--- config.mk ---
export PLATFORM = sky130hd
export DESIGN_NAME = pfrsp_ram
export DESIGN_NICKNAME = d
export VERILOG_FILES = /design/src/sv/point_figure_rotate_scale_plot_defines.svh /design/src/sv/pfrsp_ram.sv
export SDC_FILE = /design/constraint.sdc
export NUM_CORES = 2
export LEC_CHECK = 0
export ABC_AREA = 1
export BUFFER_PORTS_ARGS = -buffer_cell sky130_fd_sc_hd__buf_2
export CORE_MARGIN = 5
export CORE_UTILIZATION = 40
export DETAILED_ROUTE_END_ITERATION = 16
export REMOVE_ABC_BUFFERS = 1
export SLEW_MARGIN = 10
export SYNTH_ARGS = -nofsm -noshare
export SYNTH_HDL_FRONTEND = slang
export SYNTH_SLANG_ARGS = --single-unit
--- constraint.sdc ---
create_clock -name clock -period 7.4 [get_ports clock]
set_input_delay 2.22 -clock clock [delete_from_list [all_inputs] [get_ports clock]]
set_output_delay 2.22 -clock clock [all_outputs]
set_load 0.05 [all_outputs]
--- src/sv/point_figure_rotate_scale_plot_defines.svh ---
// Assertion macros for the point figure rotate/scale/plot block.
// Used by the top level only; no other dependencies.
`ifndef POINT_FIGURE_ROTATE_SCALE_PLOT_DEFINES_SVH
`define POINT_FIGURE_ROTATE_SCALE_PLOT_DEFINES_SVH

// Same-cycle implication, disabled during reset
`define PFRSP_ASSERT_IMP(label, clk, rst, ante, cons, msg) \
   label: assert property (@(posedge clk) disable iff (rst) (ante) |-> (cons)) \
      else $error(msg);

// Next-cycle implication, disabled during reset
`define PFRSP_ASSERT_NXT(label, clk, rst, ante, cons, msg) \
   label: assert property (@(posedge clk) disable iff (rst) (ante) |=> (cons)) \
      else $error(msg);

`endif

--- src/sv/pfrsp_ram.sv ---
// Generic single-write, single-read RAM with registered read data.
// Self-contained; no package dependencies.
module pfrsp_ram #(
   parameter int WIDTH = 48,
   parameter int DEPTH = 64,
   localparam int ADDR_W = (DEPTH > 1) ? $clog2(DEPTH) : 1
) (
   input  logic              clock,
   input  logic              we,
   input  logic [ADDR_W-1:0] waddr,
   input  logic [WIDTH-1:0]  wdata,
   input  logic              re,
   input  logic [ADDR_W-1:0] raddr,
   output logic [WIDTH-1:0]  rdata
);

   logic [WIDTH-1:0] mem [DEPTH];
   logic [WIDTH-1:0] rdata_ff;

   // write port
   always_ff @(posedge clock) begin
      if (we) begin
         mem[waddr] <= wdata;
      end
   end

   // registered read port, holds when not reading
   always_ff @(posedge clock) begin
      if (re) begin
         rdata_ff <= mem[raddr];
      end
   end

   assign rdata = rdata_ff;

endmodule

Yosys cells after proc, flatten, opt, wreduce, memory -nomap -nowiden
Memory sizes are Yosys's and may differ from the RTL's. A register that Yosys moved wholly into a read port is not among the register bits.
Index checks and enable logic that the tools add are counted.

cells by class
  mux-type cells = 2

operators by type and width
  cell    number
  $mux 1  2

storage, ports and cells
  flip-flop bits (word level) = 0
  RAM bits = 3072
  output and inout bits = 48
  logic and storage cells = 3
  memories kept = 1

memories
  name  depth  bits a word  read ports  clocked after Yosys merged registers in  write ports  RTL line         source
  mem   64     48           1           1                                        1            pfrsp_ram.sv:17  logic [WIDTH-1:0] mem [DEPTH];

Longest topological paths before layout
  depth after elaboration = 2
  gate-level depth with buffers = 13

Least setup slack after synthesis
Ideal clock, no wire load.

  kind = input to register
  start point = input we
  end point = memory mem[48][0], enable pin
  library setup time = 0.574 ns
  data arrival time = 7.352 ns
  slack = -0.526 ns
  stages = 3
  path through = clkbuf_1 nand4_1 nor4_1

on the way
  word-level cells in the longest chain between the ends = 2

RTL lines
  element                       RTL line         source
  start: declaration            pfrsp_ram.sv:9   input logic we,
  $mux 1                        pfrsp_ram.sv:22  if (we) begin
  $mux 1 (not written as such)  pfrsp_ram.sv:23  mem[waddr] <= wdata;
  end: declaration              pfrsp_ram.sv:17

No other way between the ends.

==> results.md <==
* CP startpoint kind: input port
* Antenna viol nets, final at 0
* Post-synthesis mux area share at 0
* Final Power at 0.0373 W
* Post-Layout Cell Count at around 14000
* CP Cell Sequence: buf_8, inv_16, buf_12, buf_4, nand2_1, nand3_1, nand3_1, nand3_1, nand3_1, nand2_1, nand2_1, nand2_1
* Clock buffer depth at 4
* Register-to-Register Path Depth at 8
* P_leak at roughly 50 nW
* PortBufs at 110
* CP endpoint kind: register
* Yosys warns at 0
* Min-delay worst type: reg2reg
* TritonCTS clock tree: yes
* Clock Latency Late Sink at 0.91 ns
* Slew HR at 0.0346
* RSZ-0062 raised after global routing: false
* Clk slew on worst S/H paths at about 0.060 ns
* Worst slew pin tran at between 1 and 1.5 ns
* Tot GR Track Use at 0.228
* Max stage delay on crit path at roughly 0.54 ns
* Routed WL per cell at roughly 26 um
* WHS Path Cells at 8
* Synth-to-Final Area Change at 11.9%
* Peak supply drop at 0.162 mV
* Vias in the first global route at roughly 78000
* Layout Skew at between 0.06 and 0.07 ns
* Vias at 81700
* I/O pin count at between 100 and 150
* Commonest non-fill, non-tap cells in the layout: nand2_1, edfxtp_1, nand3_1, clkbuf_16, buf_4
* Reg2reg setup slack at 5.58 ns
* Post-synthesis sequential area ratio at 0.751
* Drt total wl at approximately 380000 um
* Crit-path slowest cell: buf_12
* DP HPWL at between 150000 and 200000 um
* XOR/XNOR share of the synthesized area at 0
* CP Max Fanout at approximately 170
* H-tree depth at 5
* CP Data Required Time at roughly 8.0 ns
* First-pass GRT wire length at about 550000 um
* Die H at 569 um
* Register bit total from synthesis at 3120
* Placed Cells at approximately 14000
* Final #Nets at roughly 10000
* Post-route minimum period at around 4.7 ns
* Hold Buf Count CTS at 0
* Setup CP Type: in2reg
* Starting DRT DRC Count at roughly 10000
* Hold Path End: rdata[43]
* Final RePlAce weighted congestion at approximately 0.82
* Die ar. at approximately 320000 um^2
* Drt drc at 0
* Final Setup Violations at 0
* Largest net degree at the start of global routing at around 200
* RR Startpoint: mem[62][43]
* Min-delay src: mem[42][43]
* Commonest non-fill, non-tap cell in the layout: nand2_1
* Starting density of the core at 0.401
* Synth Area in Compound Gates at 0
* Tcrit/Tclk final at 0.641
* TritonCTS buffer count at around 320
* Mapped Cells at just over 10000
* Fin. Hold Viols at 0
* Area share of fa/ha/maj cells after synthesis at 0
* Number of setup buffers added after CTS at 0
* Core Area at between 300000 and 400000 um^2
* Die X-Extent at between 500 and 600 um
* Proportion of layout cells with a drive suffix above 1 at 0.0817
* Status: finished clean
* Detailed Routing Iterations Pass 1 at 6
* Synth Area in Simple Gates at 0.219
* Max-slew violation count at 0
* Largest family of logic cells by synthesized area: simple AND/OR/NAND/NOR gates
* Synth unique cells at 17
* Reg2reg end: rdata[43]
* GRT Residual Overflow at 0
* Pwr dens at 267 nW/um^2
* Critical Path Start: raddr[0]
* Antenna violations before repair at 22
* # clock sinks at approximately 3100
* Placement row count at between 200 and 250
* Clk root buf: clkbuf_16
* Syn_area_per_cell at between 10 and 15 um^2
* Cell Area, Synth at 125000 um^2
* FMAX at 211 MHz
* Vias per cell at around 5.6
* Worst Path Arrival at around 5.4 ns
* Post-cts resize count at 0
* Max-Cap Viols at 0
[worst max-delay path: cells and delay by family]
kind          cells  cell delay (ns)
buf+inv           4             1.48
simple gates      8             0.88
[cell type report]
type                            instances  area [um^2]
Clock buffer                          385         8290
Fill cell                           27800       172000
Timing Repair Buffer                  349         3170
Multi-Input combinational cell       6302        27700
Inverter                               12         91.3
Tap cell                             4140         5180
Sequential cell                      3120        93700
Antenna cell                            8         20.0
Clock inverter                        171         1490
[registers in the layout (all words and copies together) (netlist names)]
name and cells:
mem 3072, rdata 48
[logic make-up after synthesis]
logic type             count (synthesis)
DFF                                 3120
and+or+nand+nor                     6302
buffers and inverters                686
[worst max-delay path by stage]
stage	end	slack, ns	cells after the start
after CTS	mem[56][24]	2.88	5
after global routing	rdata[17]	2.69	11
after detailed placement	mem[56][22]	1.96	5
after global placement	mem[56][22]	2.14	5
after floorplan	rdata[20]	-2.79	9
final	rdata[44]	2.66	12
[routing by layer]
metal  track usage  part of all wire
met3        0.0378             0.088
met2         0.372              0.47
met1         0.302              0.39
met5             0           0.00015
met4        0.0979             0.048
[synth_stat cells]
| library cell | instances | area share |
|---|---|---|
| buf_6 | 68 | 0.0061 |
| clkinv_1 | 2 | 0.000060 |
| buf_8 | 6 | 0.00072 |
| clkbuf_1 | 115 | 0.0035 |
| inv_1 | 8 | 0.00024 |
| buf_4 | 58 | 0.0035 |
| nor2_1 | 56 | 0.0017 |
| nand2_1 | 3372 | 0.10 |
| buf_2 | 367 | 0.015 |
| inv_2 | 1 | 0.000030 |
| buf_1 | 59 | 0.0018 |
| nand3_1 | 2857 | 0.11 |
| edfxtp_1 | 3120 | 0.75 |
| buf_12 | 1 | 0.00016 |
| nand4_1 | 9 | 0.00045 |
| inv_4 | 1 | 0.000050 |
| nor4_1 | 8 | 0.00040 |
[power by group]
part           internal [W]  switching, W
combinational      0.000520       0.00174
clock               0.00870       0.00671
sequential           0.0196     0.0000461
total                0.0288       0.00849
[stage by stage]
stage	util	setup TNS, ns	area (um^2)	hold WS (ns)	worst slack [ns]
floorplan	-	-257.40	121000	0.796	-2.79
global placement	0.417	0	130000	0.856	2.14
detailed placement	0.417	0	130000	0.870	1.96
CTS	0.448	0	140000	0.883	2.88
global route	0.449	0	140000	0.932	2.69
finish	0.449	0	140000	0.882	2.66
No activity file was read; power rests on OpenSTA's default activity.
