## config.mk

```make
export PLATFORM = sky130hd
export DESIGN_NAME = pfrsp_mac
export DESIGN_NICKNAME = d
export VERILOG_FILES = /design/src/sv/point_figure_rotate_scale_plot_defines.svh /design/src/sv/pfrsp_pkg.sv /design/src/sv/pfrsp_mac.sv
export SDC_FILE = /design/constraint.sdc
export NUM_CORES = 1
export LEC_CHECK = 0
export BUFFER_PORTS_ARGS = -buffer_cell sky130_fd_sc_hd__buf_2
export CORE_ASPECT_RATIO = 0.5
export CORE_MARGIN = 2
export CORE_UTILIZATION = 49
export DETAILED_ROUTE_END_ITERATION = 6
export PLACE_DENSITY = 0.67
export SETUP_SLACK_MARGIN = 0.15
export SLEW_MARGIN = 15
export SYNTH_ARGS = -nofsm -noshare
export SYNTH_HDL_FRONTEND = slang
export SYNTH_SLANG_ARGS = --single-unit
```

## constraint.sdc

```tcl
create_clock -name clock -period 9.45 [get_ports clock]
set_clock_uncertainty 0.15 [all_clocks]
set_input_delay 1.89 -clock clock [delete_from_list [all_inputs] [get_ports clock]]
set_output_delay 1.89 -clock clock [all_outputs]
set_load 0.02 [all_outputs]
```

## src/sv/point_figure_rotate_scale_plot_defines.svh

```systemverilog
// Assertion macros for the point figure rotate/scale/plot block.
// Used by the top level only; no other dependencies.
`ifndef POINT_FIGURE_ROTATE_SCALE_PLOT_DEFINES_SVH
`define POINT_FIGURE_ROTATE_SCALE_PLOT_DEFINES_SVH

// Same-cycle implication, disabled during reset
`define PFRSP_ASSERT_IMP(label, clk, rst, ante, cons, msg) \
   label: assert property (@(posedge clk) disable iff (rst) (ante) |-> (cons)) \
      else $error(msg);

// Next-cycle implication, disabled during reset
`define PFRSP_ASSERT_NXT(label, clk, rst, ante, cons, msg) \
   label: assert property (@(posedge clk) disable iff (rst) (ante) |=> (cons)) \
      else $error(msg);

`endif

```

## src/sv/pfrsp_pkg.sv

```systemverilog
// Package for the point figure rotate/scale/plot block: transaction structs,
// codes, state encoding and the fixed-point helper functions. No dependencies.
package pfrsp_pkg;

   localparam int DEF_MAX_POINTS = 64;
   localparam int SPRITE_COLS    = 64;
   localparam int SPRITE_ROWS    = 64;

   localparam int COORD_W = 24;
   localparam int OPA_W   = 25;
   localparam int OPB_W   = 16;
   localparam int PROD_W  = 41;
   localparam int ACC_W   = 42;
   localparam int PIX_W   = 16;
   localparam int PXF_W   = 26;
   localparam int CSR_IDX_W = 1;

   // action codes
   localparam logic [1:0] ACT_CLEAR  = 2'd0;
   localparam logic [1:0] ACT_APPEND = 2'd1;
   localparam logic [1:0] ACT_KEY    = 2'd2;
   localparam logic [1:0] ACT_DRAW   = 2'd3;

   // key codes (ASCII)
   localparam logic [7:0] KEY_ZOOM_OUT = 8'd45;
   localparam logic [7:0] KEY_ZOOM_IN  = 8'd43;
   localparam logic [7:0] KEY_LEFT     = 8'd52;
   localparam logic [7:0] KEY_RIGHT    = 8'd54;
   localparam logic [7:0] KEY_UP       = 8'd56;
   localparam logic [7:0] KEY_DOWN     = 8'd50;
   localparam logic [7:0] KEY_ROT_NEG  = 8'd55;
   localparam logic [7:0] KEY_ROT_POS  = 8'd57;

   // register indexes
   localparam logic [CSR_IDX_W-1:0] CSR_PIVOT_X = 1'b0;
   localparam logic [CSR_IDX_W-1:0] CSR_PIVOT_Y = 1'b1;

   // Q2.14 cos/sin of 30*3.14/180, Q7.8 zoom step of 0.3
   localparam logic signed [OPB_W-1:0] COS30_Q14 = 16'sd14191;
   localparam logic signed [OPB_W-1:0] SIN30_Q14 = 16'sd8188;
   localparam logic signed [7:0]       ZOOM_STEP = 8'sd77;
   localparam logic signed [7:0]       OFS_STEP  = 8'sd1;
   localparam logic signed [PIX_W-1:0] ZOOM_ONE  = 16'sd256;

   typedef struct packed {
      logic [1:0]                 action;
      logic signed [COORD_W-1:0] point_x;
      logic signed [COORD_W-1:0] point_y;
      logic [7:0]                 key_code;
   } req_type;

   typedef struct packed {
      logic signed [PIX_W-1:0] pixel_x;
      logic signed [PIX_W-1:0] pixel_y;
      logic                    visible;
      logic                    last;
   } rsp_type;

   // control of the shared multiply/accumulate unit
   typedef struct packed {
      logic acc_load;
      logic acc_add;
   } mac_ctl_type;

   typedef enum logic [8:0] {
      ST_IDLE = 9'b000000001,
      ST_READ = 9'b000000010,
      ST_LOAD = 9'b000000100,
      ST_MUL0 = 9'b000001000,
      ST_MUL1 = 9'b000010000,
      ST_MUL2 = 9'b000100000,
      ST_MUL3 = 9'b001000000,
      ST_MUL4 = 9'b010000000,
      ST_MUL5 = 9'b100000000
   } state_type;

   // 16-bit signed add of a small step, saturating
   function automatic logic signed [PIX_W-1:0] sat_step16(
      input logic signed [PIX_W-1:0] v,
      input logic signed [7:0]       step);
      logic signed [PIX_W:0] s;
      s = 17'(v) + 17'(step);
      if (s > 17'sd32767) begin
         return 16'sh7FFF;
      end else if (s < -17'sd32768) begin
         return 16'sh8000;
      end
      return 16'(s);
   endfunction

   // saturate the exact pixel value to 16 bits
   function automatic logic signed [PIX_W-1:0] sat_pix(input logic signed [PXF_W-1:0] v);
      if (v > 26'sd32767) begin
         return 16'sh7FFF;
      end else if (v < -26'sd32768) begin
         return 16'sh8000;
      end
      return 16'(v);
   endfunction

   // Q.22 accumulator -> nearest Q.8 (ties up), add pivot, saturate to 24 bits
   function automatic logic signed [COORD_W-1:0] rot_finish(
      input logic signed [ACC_W-1:0]   acc,
      input logic signed [COORD_W-1:0] pivot);
      logic signed [ACC_W-1:0] biased;
      logic signed [27:0]      rnd;
      logic signed [28:0]      sum;
      biased = acc + 42'sd8192;
      rnd    = 28'(biased >>> 14);
      sum    = 29'(rnd) + 29'(pivot);
      if (sum > 29'sd8388607) begin
         return 24'sh7FFFFF;
      end else if (sum < -29'sd8388608) begin
         return 24'sh800000;
      end
      return 24'(sum);
   endfunction

   // Q15.8 -> integer: toward zero, but up when a positive fraction exceeds one half
   function automatic logic signed [16:0] to_pixel_int(input logic signed [COORD_W-1:0] v);
      logic signed [COORD_W:0] vb;
      logic signed [16:0]      q;
      if (v[COORD_W-1]) begin
         vb = 25'(v) + 25'sd255;
         q  = 17'(vb >>> 8);
      end else begin
         q = 17'(v >>> 8);
         if (v[7:0] > 8'd128) begin
            q = q + 17'sd1;
         end
      end
      return q;
   endfunction

   // product / 256 toward zero, plus offset
   function automatic logic signed [PXF_W-1:0] draw_scale(
      input logic signed [PROD_W-1:0] prod,
      input logic signed [PIX_W-1:0]  ofs);
      logic signed [32:0] p;
      logic signed [24:0] q;
      p = 33'(prod);
      if (p[32]) begin
         p = p + 33'sd255;
      end
      q = 25'(p >>> 8);
      return 26'(q) + 26'(ofs);
   endfunction

endpackage

```

## src/sv/pfrsp_mac.sv

```systemverilog
// Shared signed multiply/accumulate unit: registered product, then accumulator.
// Depends on pfrsp_pkg for widths and the control struct.
module pfrsp_mac (
   input  logic                                      clock,
   input  pfrsp_pkg::mac_ctl_type                    ctl,
   input  logic signed [pfrsp_pkg::OPA_W-1:0]        op_a,
   input  logic signed [pfrsp_pkg::OPB_W-1:0]        op_b,
   output logic signed [pfrsp_pkg::PROD_W-1:0]       prod,
   output logic signed [pfrsp_pkg::ACC_W-1:0]        acc
);
   import pfrsp_pkg::*;

   logic signed [PROD_W-1:0] a_ext;
   logic signed [PROD_W-1:0] b_ext;
   logic signed [PROD_W-1:0] prod_ff;
   logic signed [PROD_W-1:0] prod_in;
   logic signed [ACC_W-1:0]  acc_ff;
   logic signed [ACC_W-1:0]  acc_in;

   // multiply stage
   assign a_ext   = PROD_W'(op_a);
   assign b_ext   = PROD_W'(op_b);
   assign prod_in = a_ext * b_ext;

   // accumulate stage works on the previous product
   always_comb begin
      acc_in = acc_ff;
      if (ctl.acc_load) begin
         acc_in = ACC_W'(prod_ff);
      end else if (ctl.acc_add) begin
         acc_in = acc_ff + ACC_W'(prod_ff);
      end
   end

   always_ff @(posedge clock) begin
      prod_ff <= prod_in;
      acc_ff  <= acc_in;
   end

   assign prod = prod_ff;
   assign acc  = acc_ff;

endmodule

```

# Yosys cells after proc, flatten, opt, wreduce, memory -nomap -nowiden
# Cells that the tools add are included.
[totals]
output_inout_bits = 83
ff_bits = 83
in_bits = 44
[op_classes]
n_reduce_logical = 1
multipliers = 1
muxes = 2
addsub = 1
[ops]
columns = ["op", "count"]
rows = [
  ["42-bit two-way mux", 2],
  ["42-bit by 41-bit adder with 42-bit output", 1],
  ["25-bit by 16-bit multiplier with 41-bit output", 1],
  ["2-bit nonzero test", 1],
]

# Depth between registers and ports, before layout
[logic_depth]
ltp_word = 3
ltp_mapped = 26
depth_no_buf = 25

# Worst setup path after synthesis
# No wires, ideal clock.
[synth_timing]
kind = "input to register"
startpoint = "input port op_b[1] in the netlist's numbering"
endpoint = "register prod_ff[39] (netlist: prod[39])"
path_buffers = 1
stages = 24
required_time_ps = 9166
setup_slack_ps = 1457
arrival_time_ps = 7709
path_cell_list = "clkbuf_1 nand2_1 fa_1 inv_1 fa_1 inv_1 fa_1 inv_1 fa_1 fa_1 inv_1 fa_1 inv_1 ha_1 nand3_1 nor3_1 nand2_1 or4_1 o32a_1 a41oi_1 a41oi_1 and2_1 o21ai_0 a221oi_1"
[synth_between]
elab_chain_cells = 1
[synth_lines]
columns = ["element", "line_no", "rtl"]
rows = [
  ["start, declared", "pfrsp_mac.sv:7", "input logic signed [pfrsp_pkg::OPB_W-1:0] op_b,"],
  ["25-bit by 16-bit multiplier with 41-bit output", "pfrsp_mac.sv:23", "assign prod_in = a_ext * b_ext;"],
  ["via prod_in[39]", "pfrsp_mac.sv:16", "logic signed [PROD_W-1:0] prod_in;"],
  ["end signal, assigned", "pfrsp_mac.sv:36", "prod_ff <= prod_in;"],
  ["end, declared", "pfrsp_mac.sv:15", "logic signed [PROD_W-1:0] prod_ff;"],
]
# The timed path passes the listed nets, and every way through them passes these cells.
# A chain may end at the register's enable or synchronous reset.

# Worst setup path after layout
# Same ends and word-level chain as after synthesis.

==> flow_metrics.tcl <==
set metrics [dict create \
    die_x_um 283 \
    via_count 14500 \
    grt_max_degree 90 \
    syn_area_per_cell_um2 8.94 \
    ys_seq_area_frac 0.109 \
    die_area_um2 40600 \
    worst_setup_path_start_kind "primary input" \
    ant_nets 0 \
    async_reset_ff_frac 0 \
    pre_cts_slack_ns 0.803 \
    dr.pass1.iters 5 \
    yosysMostFrequentCell "inv_1" \
    synth_cells 2135 \
    ios 127 \
    cts_hold_buf 0 \
    cts_setup_buffers 0 \
    clock_sinks 83 \
    outcome "completed" \
    fin_crit_sh 0.886 \
    cp_max_fo 25 \
    yosysUniqueCellTypes 62 \
    cts_resized 0 \
    cts_htree_levels 3 \
    synth_edf_count 42 \
    drv_cap 0 \
    initial_utilization 0.494 \
    r2r_setup_slack_ns 5.82 \
    track_usage 0.255 \
    wl_um 50000 \
    clkLatencyLatePin_ns 0.35 \
    fmax_mhz 119 \
    hpwlAfterDp_um 39000 \
    crit_required_ns 9.52 \
    slew-limit-headroom 0.266 \
    synth_area_leader_cell "fa_1" \
    placed_area_um2 20100 \
    setup_viol 0 \
    cts_buffers 9 \
    syn-cell-area_um2 19100 \
    rows 51 \
    synth_top_area_frac 0.408 \
    drt_iter0_markers 1034 \
    vias_per_cell 5.30 \
    drv_slew 0 \
    hold_viol 0 \
    fin_tns_setup_ns 0 \
    drc 0 \
    diodes 0 \
    area_growth_pct 6.73 \
    final_cells 2728 \
    worst_hold_path_type "flip-flop to flip-flop" \
    ys_top_cells_by_area "fa_1 (41%), inv_1 (9.6%), ha_1 (9.2%)" \
    final_area_um2 20400 \
    finalWorstSetupSlack_ns 1.08 \
    port_buffers 126 \
    critical_path.endpoint_type "flip-flop" \
    root_buffer "clkbuf_16" \
    ys_seq_elements 83 \
    nets 2767 \
    cp-startpoint "op_b[1]" \
    drive_gt1_frac 0.0728 \
    synth_common_cells "inv_1 (488), fa_1 (389), nand2_1 (294)" \
    die_h_um 144 \
    grt_pass1_wl_um 80100 \
    synth_top_flop_cell "edfxtp_1" \
    antenna_found_initial 1 \
    synthesis.nets 2709 \
    r2r_start "acc[0]" \
    coreArea_um2 38600 \
    crit_arrival_ns 8.44 \
    grt_pass1_vias 14700 \
    rsz0062_at_grt "no" \
    fin_crit_ns 8.37 \
    worst_slew_pin_slew_ns 1.10 \
    dp_cells 2712 \
    cts_tree "built" \
    overflow 0 \
    path_class "primary input to flip-flop" \
    min_from "prod[14]" \
    clockBufferDepth 2 \
    clkSlewWorstSetupHoldPaths_ns 0.06 \
    place_congestion 0.915 \
    avgRoutedWirePerCell_um 18.3 \
    ys_warn_count 0 \
]
[metal layers]
metal  vias to the layer above  global-route usage  part of all wire
li1                       6611                   -                 -
met3                        64              0.0511             0.094
met1                      7238               0.358              0.44
met2                       549               0.410              0.45
met4                         0              0.0574             0.015
met5                         -                   0                 0
[cell families after synthesis]
kind of cell,synth area share
muxes,0.00348
and+or+nand+nor,0.154
adders and majority gates,0.501
AOI/OAI and AO/OA,0.0860
DFF,0.109
xor gates and xnor gates,0.0349
buffers and inverters,0.112
[critical path, cell delays in order]
cell and delay (ns):
buf_2 0.48, nand2_1 0.19, inv_1 0.16, fa_1 0.45, fa_1 0.54, inv_1 0.05, fa_1 0.49, inv_1 0.05
fa_1 0.50, fa_1 0.51, inv_1 0.05, fa_1 0.47, inv_1 0.04, ha_1 0.35, nand3_1 0.12, nor3_1 0.19
nand2_1 0.09, or4_1 0.40, o32a_1 0.32, a41oi_1 0.36, a41oi_1 0.20, and2_1 0.22, o21ai_0 0.18, a221oi_1 0.12
[layout make-up]
cell class / instances / area, um2
clock buffers: 9 / 225
multi-input cells: 1483 / 14900
clock inverters: 7 / 57.6
fillers: 3507 / 18200
well taps: 530 / 663
flip-flops and latches: 83 / 2080
inverters: 488 / 1830
repair buffers: 128 / 646
[state kept, by name, indices dropped and copies added (netlist names)]
name  cells
prod     41
acc      42
[path summary, 6_finish.rpt]
kind                            endpoint  cells after the start
worst max-delay path            prod[39]                     24
worst min-delay path             acc[14]                      2
worst max register to register   acc[38]                     13
worst min register to register   acc[14]                      2
[per-stage QoR]
stage,hold slack (ns),utilization
final,0.426,0.527
after detailed placement,0.413,0.520
after floorplan,0.502,-
after global placement,0.408,0.520
after global routing,0.470,0.527
after CTS,0.428,0.527
[layout by cell type, fill, tap and decap left out, drive strengths merged, types with 9 or more instances in the layout]
cell type    n
a211oi      10
a21o        37
a21oi       76
a31oi        9
and2       168
buf        128
clkbuf       9
dfxtp       41
edfxtp      42
fa         389
ha         141
inv        491
nand2      294
nand3       20
nand4       13
nor2        59
nor3         9
o21a         9
o21ai       64
o21bai      12
xnor2       53
xor2        23
Power is left out: the tool's default activity adds up to more than one toggle a clock period on the data nets, which glitch-free logic cannot reach.
